## src/hw/rtl/assert_macros.svh

```systemverilog
`ifndef ASSERT_MACROS_SVH
`define ASSERT_MACROS_SVH

// Same-cycle implication, sampled on clk, off while in reset.
`define AST_SAME(label, ante, cons) \
    label: assert property (@(posedge clk) disable iff (!rst_n) (ante) |-> (cons)) \
    else $error("assertion failed");

// Next-cycle implication, sampled on clk, off while in reset.
`define AST_NEXT(label, ante, cons) \
    label: assert property (@(posedge clk) disable iff (!rst_n) (ante) |=> (cons)) \
    else $error("assertion failed");

`endif

```

## src/hw/rtl/rwnh_pkg.sv

```systemverilog
`default_nettype none
package rwnh_pkg;

    // Defaults
    localparam int WALLS_DEF = 16;
    localparam logic [45:0] MAX_DIST_RESET = 46'd65536000000;

    // Quotient bits of the hit-point divider
    localparam int Q_BITS = 25;

    // Register indexes
    localparam logic [1:0] REG_WALL_COUNT = 2'd0;
    localparam logic [1:0] REG_MAX_DIST   = 2'd1;

    // Result status codes
    localparam logic [1:0] STAT_NONE   = 2'd0;
    localparam logic [1:0] STAT_HIT    = 2'd1;
    localparam logic [1:0] STAT_BEYOND = 2'd2;

    // Datapath step codes
    localparam logic [4:0] CMD_NOP   = 5'd0;
    localparam logic [4:0] CMD_INIT  = 5'd1;
    localparam logic [4:0] CMD_READ  = 5'd2;
    localparam logic [4:0] CMD_DIFF  = 5'd3;
    localparam logic [4:0] CMD_FDX   = 5'd4;
    localparam logic [4:0] CMD_EDY   = 5'd5;
    localparam logic [4:0] CMD_AYDX  = 5'd6;
    localparam logic [4:0] CMD_AXDY  = 5'd7;
    localparam logic [4:0] CMD_FAX   = 5'd8;
    localparam logic [4:0] CMD_EAY   = 5'd9;
    localparam logic [4:0] CMD_CHK   = 5'd10;
    localparam logic [4:0] CMD_TLO   = 5'd11;
    localparam logic [4:0] CMD_THI   = 5'd12;
    localparam logic [4:0] CMD_NUM   = 5'd13;
    localparam logic [4:0] CMD_DINIT = 5'd14;
    localparam logic [4:0] CMD_DSTEP = 5'd15;
    localparam logic [4:0] CMD_HX    = 5'd16;
    localparam logic [4:0] CMD_HY    = 5'd17;
    localparam logic [4:0] CMD_SQX   = 5'd18;
    localparam logic [4:0] CMD_SQY   = 5'd19;
    localparam logic [4:0] CMD_CMP   = 5'd20;
    localparam logic [4:0] CMD_FIN   = 5'd21;

    // Controller to datapath
    typedef struct packed {
        logic [4:0] step;
        logic       axis_f;  // TLO/THI use |F| instead of |E|
        logic       load;    // write wall table
    } dp_cmd_t;

    // Datapath to controller
    typedef struct packed {
        logic hit_ok;        // valid during CMD_CHK
    } dp_stat_t;

endpackage
`default_nettype wire

```

## src/hw/rtl/rwnh_ctrl.sv

```systemverilog
`default_nettype none
module rwnh_ctrl #(
    parameter int WALLS = rwnh_pkg::WALLS_DEF
) (
    input  wire                          clk,
    input  wire                          rst_n,
    input  wire                          start,
    input  wire                          op,
    input  wire [4:0]                    wall_count,
    input  rwnh_pkg::dp_stat_t           stat,
    output logic                         busy,
    output logic                         done,
    output rwnh_pkg::dp_cmd_t            cmd,
    output logic [$clog2(WALLS+1)-1:0]   idx
);

    localparam int CW = $clog2(WALLS + 1);

    localparam logic [4:0] ST_IDLE    = 5'd0;
    localparam logic [4:0] ST_READ    = 5'd1;
    localparam logic [4:0] ST_DIFF    = 5'd2;
    localparam logic [4:0] ST_FDX     = 5'd3;
    localparam logic [4:0] ST_EDY     = 5'd4;
    localparam logic [4:0] ST_AYDX    = 5'd5;
    localparam logic [4:0] ST_AXDY    = 5'd6;
    localparam logic [4:0] ST_FAX     = 5'd7;
    localparam logic [4:0] ST_EAY     = 5'd8;
    localparam logic [4:0] ST_CHK     = 5'd9;
    localparam logic [4:0] ST_TLO_E   = 5'd10;
    localparam logic [4:0] ST_THI_E   = 5'd11;
    localparam logic [4:0] ST_NUM_E   = 5'd12;
    localparam logic [4:0] ST_DINIT_E = 5'd13;
    localparam logic [4:0] ST_DIV_E   = 5'd14;
    localparam logic [4:0] ST_HX      = 5'd15;
    localparam logic [4:0] ST_TLO_F   = 5'd16;
    localparam logic [4:0] ST_THI_F   = 5'd17;
    localparam logic [4:0] ST_NUM_F   = 5'd18;
    localparam logic [4:0] ST_DINIT_F = 5'd19;
    localparam logic [4:0] ST_DIV_F   = 5'd20;
    localparam logic [4:0] ST_HY      = 5'd21;
    localparam logic [4:0] ST_SQX     = 5'd22;
    localparam logic [4:0] ST_SQY     = 5'd23;
    localparam logic [4:0] ST_CMP     = 5'd24;
    localparam logic [4:0] ST_NEXT    = 5'd25;
    localparam logic [4:0] ST_FIN     = 5'd26;

    localparam logic [4:0] DIV_LAST = 5'(rwnh_pkg::Q_BITS - 1);

    logic [4:0]    state_reg, state_next;
    logic [4:0]    cnt_reg, cnt_next;
    logic [CW-1:0] idx_reg, idx_next, n_reg, n_next;
    logic          done_reg, done_next;
    logic [CW-1:0] n_cap;

    // Walls tested: configured count, capped at the table depth
    assign n_cap = (32'(wall_count) < WALLS) ? CW'(wall_count) : CW'(WALLS);

    assign busy = (state_reg != ST_IDLE);
    assign done = done_reg;
    assign idx  = idx_reg;

    // Next state and datapath command
    always_comb
    begin
        state_next = state_reg;
        cnt_next   = cnt_reg;
        idx_next   = idx_reg;
        n_next     = n_reg;
        done_next  = 1'b0;
        cmd.step   = rwnh_pkg::CMD_NOP;
        cmd.axis_f = 1'b0;
        cmd.load   = 1'b0;
        unique case (state_reg)
            ST_IDLE:
            begin
                if (start && !op)
                begin
                    cmd.load = 1'b1;
                end
                else if (start)
                begin
                    cmd.step   = rwnh_pkg::CMD_INIT;
                    idx_next   = '0;
                    n_next     = n_cap;
                    state_next = (n_cap == '0) ? ST_FIN : ST_READ;
                end
            end
            ST_READ:    begin cmd.step = rwnh_pkg::CMD_READ; state_next = ST_DIFF; end
            ST_DIFF:    begin cmd.step = rwnh_pkg::CMD_DIFF; state_next = ST_FDX;  end
            ST_FDX:     begin cmd.step = rwnh_pkg::CMD_FDX;  state_next = ST_EDY;  end
            ST_EDY:     begin cmd.step = rwnh_pkg::CMD_EDY;  state_next = ST_AYDX; end
            ST_AYDX:    begin cmd.step = rwnh_pkg::CMD_AYDX; state_next = ST_AXDY; end
            ST_AXDY:    begin cmd.step = rwnh_pkg::CMD_AXDY; state_next = ST_FAX;  end
            ST_FAX:     begin cmd.step = rwnh_pkg::CMD_FAX;  state_next = ST_EAY;  end
            ST_EAY:     begin cmd.step = rwnh_pkg::CMD_EAY;  state_next = ST_CHK;  end
            ST_CHK:
            begin
                cmd.step   = rwnh_pkg::CMD_CHK;
                state_next = stat.hit_ok ? ST_TLO_E : ST_NEXT;
            end
            ST_TLO_E:   begin cmd.step = rwnh_pkg::CMD_TLO; state_next = ST_THI_E; end
            ST_THI_E:   begin cmd.step = rwnh_pkg::CMD_THI; state_next = ST_NUM_E; end
            ST_NUM_E:   begin cmd.step = rwnh_pkg::CMD_NUM; state_next = ST_DINIT_E; end
            ST_DINIT_E:
            begin
                cmd.step   = rwnh_pkg::CMD_DINIT;
                cnt_next   = '0;
                state_next = ST_DIV_E;
            end
            ST_DIV_E:
            begin
                cmd.step = rwnh_pkg::CMD_DSTEP;
                cnt_next = cnt_reg + 5'd1;
                if (cnt_reg == DIV_LAST)
                begin
                    state_next = ST_HX;
                end
            end
            ST_HX:      begin cmd.step = rwnh_pkg::CMD_HX; state_next = ST_TLO_F; end
            ST_TLO_F:
            begin
                cmd.step   = rwnh_pkg::CMD_TLO;
                cmd.axis_f = 1'b1;
                state_next = ST_THI_F;
            end
            ST_THI_F:
            begin
                cmd.step   = rwnh_pkg::CMD_THI;
                cmd.axis_f = 1'b1;
                state_next = ST_NUM_F;
            end
            ST_NUM_F:   begin cmd.step = rwnh_pkg::CMD_NUM; state_next = ST_DINIT_F; end
            ST_DINIT_F:
            begin
                cmd.step   = rwnh_pkg::CMD_DINIT;
                cnt_next   = '0;
                state_next = ST_DIV_F;
            end
            ST_DIV_F:
            begin
                cmd.step = rwnh_pkg::CMD_DSTEP;
                cnt_next = cnt_reg + 5'd1;
                if (cnt_reg == DIV_LAST)
                begin
                    state_next = ST_HY;
                end
            end
            ST_HY:      begin cmd.step = rwnh_pkg::CMD_HY;  state_next = ST_SQX;  end
            ST_SQX:     begin cmd.step = rwnh_pkg::CMD_SQX; state_next = ST_SQY;  end
            ST_SQY:     begin cmd.step = rwnh_pkg::CMD_SQY; state_next = ST_CMP;  end
            ST_CMP:     begin cmd.step = rwnh_pkg::CMD_CMP; state_next = ST_NEXT; end
            ST_NEXT:
            begin
                if ((32'(idx_reg) + 1) == 32'(n_reg))
                begin
                    state_next = ST_FIN;
                end
                else
                begin
                    idx_next   = idx_reg + 1'b1;
                    state_next = ST_READ;
                end
            end
            ST_FIN:
            begin
                cmd.step   = rwnh_pkg::CMD_FIN;
                done_next  = 1'b1;
                state_next = ST_IDLE;
            end
            default:    state_next = ST_IDLE;
        endcase
    end

    // State registers
    always_ff @(posedge clk or negedge rst_n)
    begin
        if (!rst_n)
        begin
            state_reg <= ST_IDLE;
            cnt_reg   <= '0;
            idx_reg   <= '0;
            n_reg     <= '0;
            done_reg  <= 1'b0;
        end
        else
        begin
            state_reg <= state_next;
            cnt_reg   <= cnt_next;
            idx_reg   <= idx_next;
            n_reg     <= n_next;
            done_reg  <= done_next;
        end
    end

endmodule
`default_nettype wire

```

## config.mk

```make
export PLATFORM = sky130hd
export DESIGN_NAME = rwnh_ctrl
export DESIGN_NICKNAME = d
export VERILOG_FILES = /design/src/hw/rtl/assert_macros.svh /design/src/hw/rtl/rwnh_pkg.sv /design/src/hw/rtl/rwnh_ctrl.sv
export SDC_FILE = /design/constraint.sdc
export NUM_CORES = 1
export LEC_CHECK = 0
export BUFFER_PORTS_ARGS = -buffer_cell sky130_fd_sc_hd__buf_2
export CORE_MARGIN = 1.5
export CORE_UTILIZATION = 35
export DETAILED_ROUTE_END_ITERATION = 12
export GPL_ROUTABILITY_DRIVEN = 0
export HOLD_SLACK_MARGIN = 0.03
export PLACE_DENSITY = 0.51
export SLEW_MARGIN = 10
export SYNTH_ARGS = -nofsm -noshare
export SYNTH_HDL_FRONTEND = slang
export SYNTH_SLANG_ARGS = --single-unit
```

## constraint.sdc

```tcl
create_clock -name clk -period 2.8 [get_ports clk]
set_clock_uncertainty 0.1 [all_clocks]
set_input_delay 0 -clock clk [delete_from_list [all_inputs] [get_ports clk]]
set_output_delay 0 -clock clk [all_outputs]
set_load 0.1 [all_outputs]
```

==> metrics.txt <==
vias per cell=~5.4; Unique masters post-synth=63; vias in the first global route=approximately 1400; Clock Sinks=21; Synth Register Bits=21; Total Wirelength=~4300 microns; Final Hold Viols=0; Arr. time, crit path=2210 ps; Top FF cell, synth=dfrtp_1; Tcrit/Tclk final=0.8245; worst-margin pin slew=662.0 ps; Setup WS post-layout=between 400 and 500 ps; grt ovf=0; Total GRT Usage=0.1683; top fanout value on the critical path=22; FFs w/ async S/R, synth=1.000; endpoint type of the worst setup path=output pin; diode count=0; worst path cell trace=inv_1, nand3_1, o21ai_0, a21oi_1, buf_2; Vias=between 1500 and 2000; FF+latch area=around 530 sq um; htree depth=1; global-route wire length before repair=approximately 7000 microns; Initial Util=0.3679; unrepaired setup endpoints after global routing=no; status=finished clean; CORE AREA=roughly 4800 sq um; fraction of layout cells with a size suffix above 1=0.2251; synthesis-to-layout area growth=18.10%; sequential share of the synthesized area=0.3004; Place WS=~690 ps; Nets=about 250; crit path time final=2309 ps; CP bufs+invs=2; die width=around 74 microns; headroom to the max-slew limit=0.5587; Crit path largest cell delay=770 ps; f_max=~0.43 GHz; design area=around 2100 sq um; Final Setup Violations=0; setup bufs post-CTS=0; Top Ports=24; Final Max Slew Viols=0; cell row count=25; CP max-delay cell=dfrtp_1; dpl hpwl=about 3100 microns; Cell Area, Placed=a little under 2000 sq um; pin count of the biggest net entering global routing=23; crit-path leading delay family=flip-flops; area of the die=5431 sq um; Clock Latency Late Sink=around 270 ps; Post-synth EDFFs=0; CP required=approximately 2700 ps; CP startpoint kind=register; IO buf count=23; critical setup path kind=reg2out; footprint of the multi-input gates=between 1000 and 1500 sq um; worst min path class=in2async; initial antenna violation count=0; synthesized area per cell=8.533 sq um; Filler Cells Inserted=approximately 500; YS warnings=0; Die Ht=between 70 and 80 microns; Num CTS Buffers=3; Root Buffer=clkbuf_8; Gate Count Post-Synth=205; setup TNS=0 ps; CTS tree=built; Mapped Nets=between 200 and 250; CTS clock-pin slew for the worst setup and hold paths=roughly 90 ps; Syn Std Cell Area=approximately 1700 sq um; clock buffer depth=2; Max-Cap Viols=0; DR DRC count=0; Iter 0 DRT Violations=106; Routed Antenna Nets=0; post-DR wirelength/cell=14.43 microns; DR pass1 iterations=4
## final timing paths
| kind | start | to | slack [ps] | depth (start not counted) |
|---|---|---|---|---|
| worst max register to register | state_reg[2] | n_reg[1] | 530 | 6 |
| worst max-delay path | state_reg[2] | cmd[3] | 490 | 5 |
| worst min register to register | n_reg[0] | n_reg[0] | 460 | 2 |
| min in group clk | stat | state_reg[1] | 220 | 5 |
| worst min-delay path | rst_n | n_reg[0] | 130 | 2 |
| max in group asynchronous | rst_n | state_reg[0] | 2130 | 2 |
## routing by layer
layer / up-vias / GRT usage / routed length (microns)
met5: - / 0 / 0
met4: 0 / 0.02058 / 9
met3: 2 / 0.03567 / 169
met2: 34 / 0.2633 / 1975
met1: 767 / 0.2437 / 2146
li1: 807 / - / -
## logic make-up (layout without fill, tap and decap cells)
family / Yosys count / in the layout / synth area share
compound gates: 61 / 61 / 0.2647
xor+xnor: 10 / 10 / 0.05007
fa+ha+maj: 3 / 3 / 0.02146
buf+inv: 28 / 54 / 0.07511
flops: 21 / 21 / 0.3004
mux: 5 / 5 / 0.03076
simple gates: 77 / 77 / 0.2575
## synth_stat cells, drive strengths merged (6+ instances only)
master | n | share of area
o211ai | 7 | 0.030
buf | 11 | 0.039
o21ai | 14 | 0.040
inv | 13 | 0.028
nand2 | 16 | 0.034
a21oi | 6 | 0.019
nor2b | 6 | 0.021
nor2 | 9 | 0.019
nand3 | 10 | 0.031
dfrtp | 21 | 0.30
nor3 | 8 | 0.032
## repair_timing
| item | in CTS | in global routing |
|---|---|---|
| hold buffers | 9 | 0 |
| hold endpoints to repair | 26 | 0 |
| resized for setup | 0 | 0 |
## cells in the final DEF, fill, tap and decap left out, types with 6 or more instances in the layout
| cell | netlist | final |
|---|---|---|
| dfrtp_1 | 21 | 21 |
| o21ai_0 | 13 | 13 |
| nor2b_1 | 6 | 6 |
| nor2_1 | 9 | 9 |
| buf_2 | 6 | 23 |
| nand3_1 | 9 | 9 |
| nand2_1 | 16 | 16 |
| nor3_1 | 6 | 6 |
| inv_1 | 13 | 13 |
| o211ai_1 | 7 | 7 |
| dlygate4sd3_1 | 0 | 9 |
## final cells by class
class,count,share of cell area
clock buffer,3,0.01999
clock inverter,1,0.003634
inverter,13,0.02362
multi-input combinational,156,0.5403
sequential,21,0.2544
tap,67,0.04058
timing repair buffer,37,0.1175
## stage by stage
stage / hold slack (ps) / instances / util
2_1_floorplan: -395.6 / 205 / -
3_3_place_gp: -102.5 / 285 / 0.4053
3_5_place_dp: -105.9 / 285 / 0.4053
4_1_cts: 135.8 / 298 / 0.4345
5_1_grt: 170.3 / 298 / 0.4345
6_report: 125.9 / 298 / 0.4345
Power is left out: the tool's default activity adds up to more than one toggle a clock period on the data nets, which glitch-free logic cannot reach.
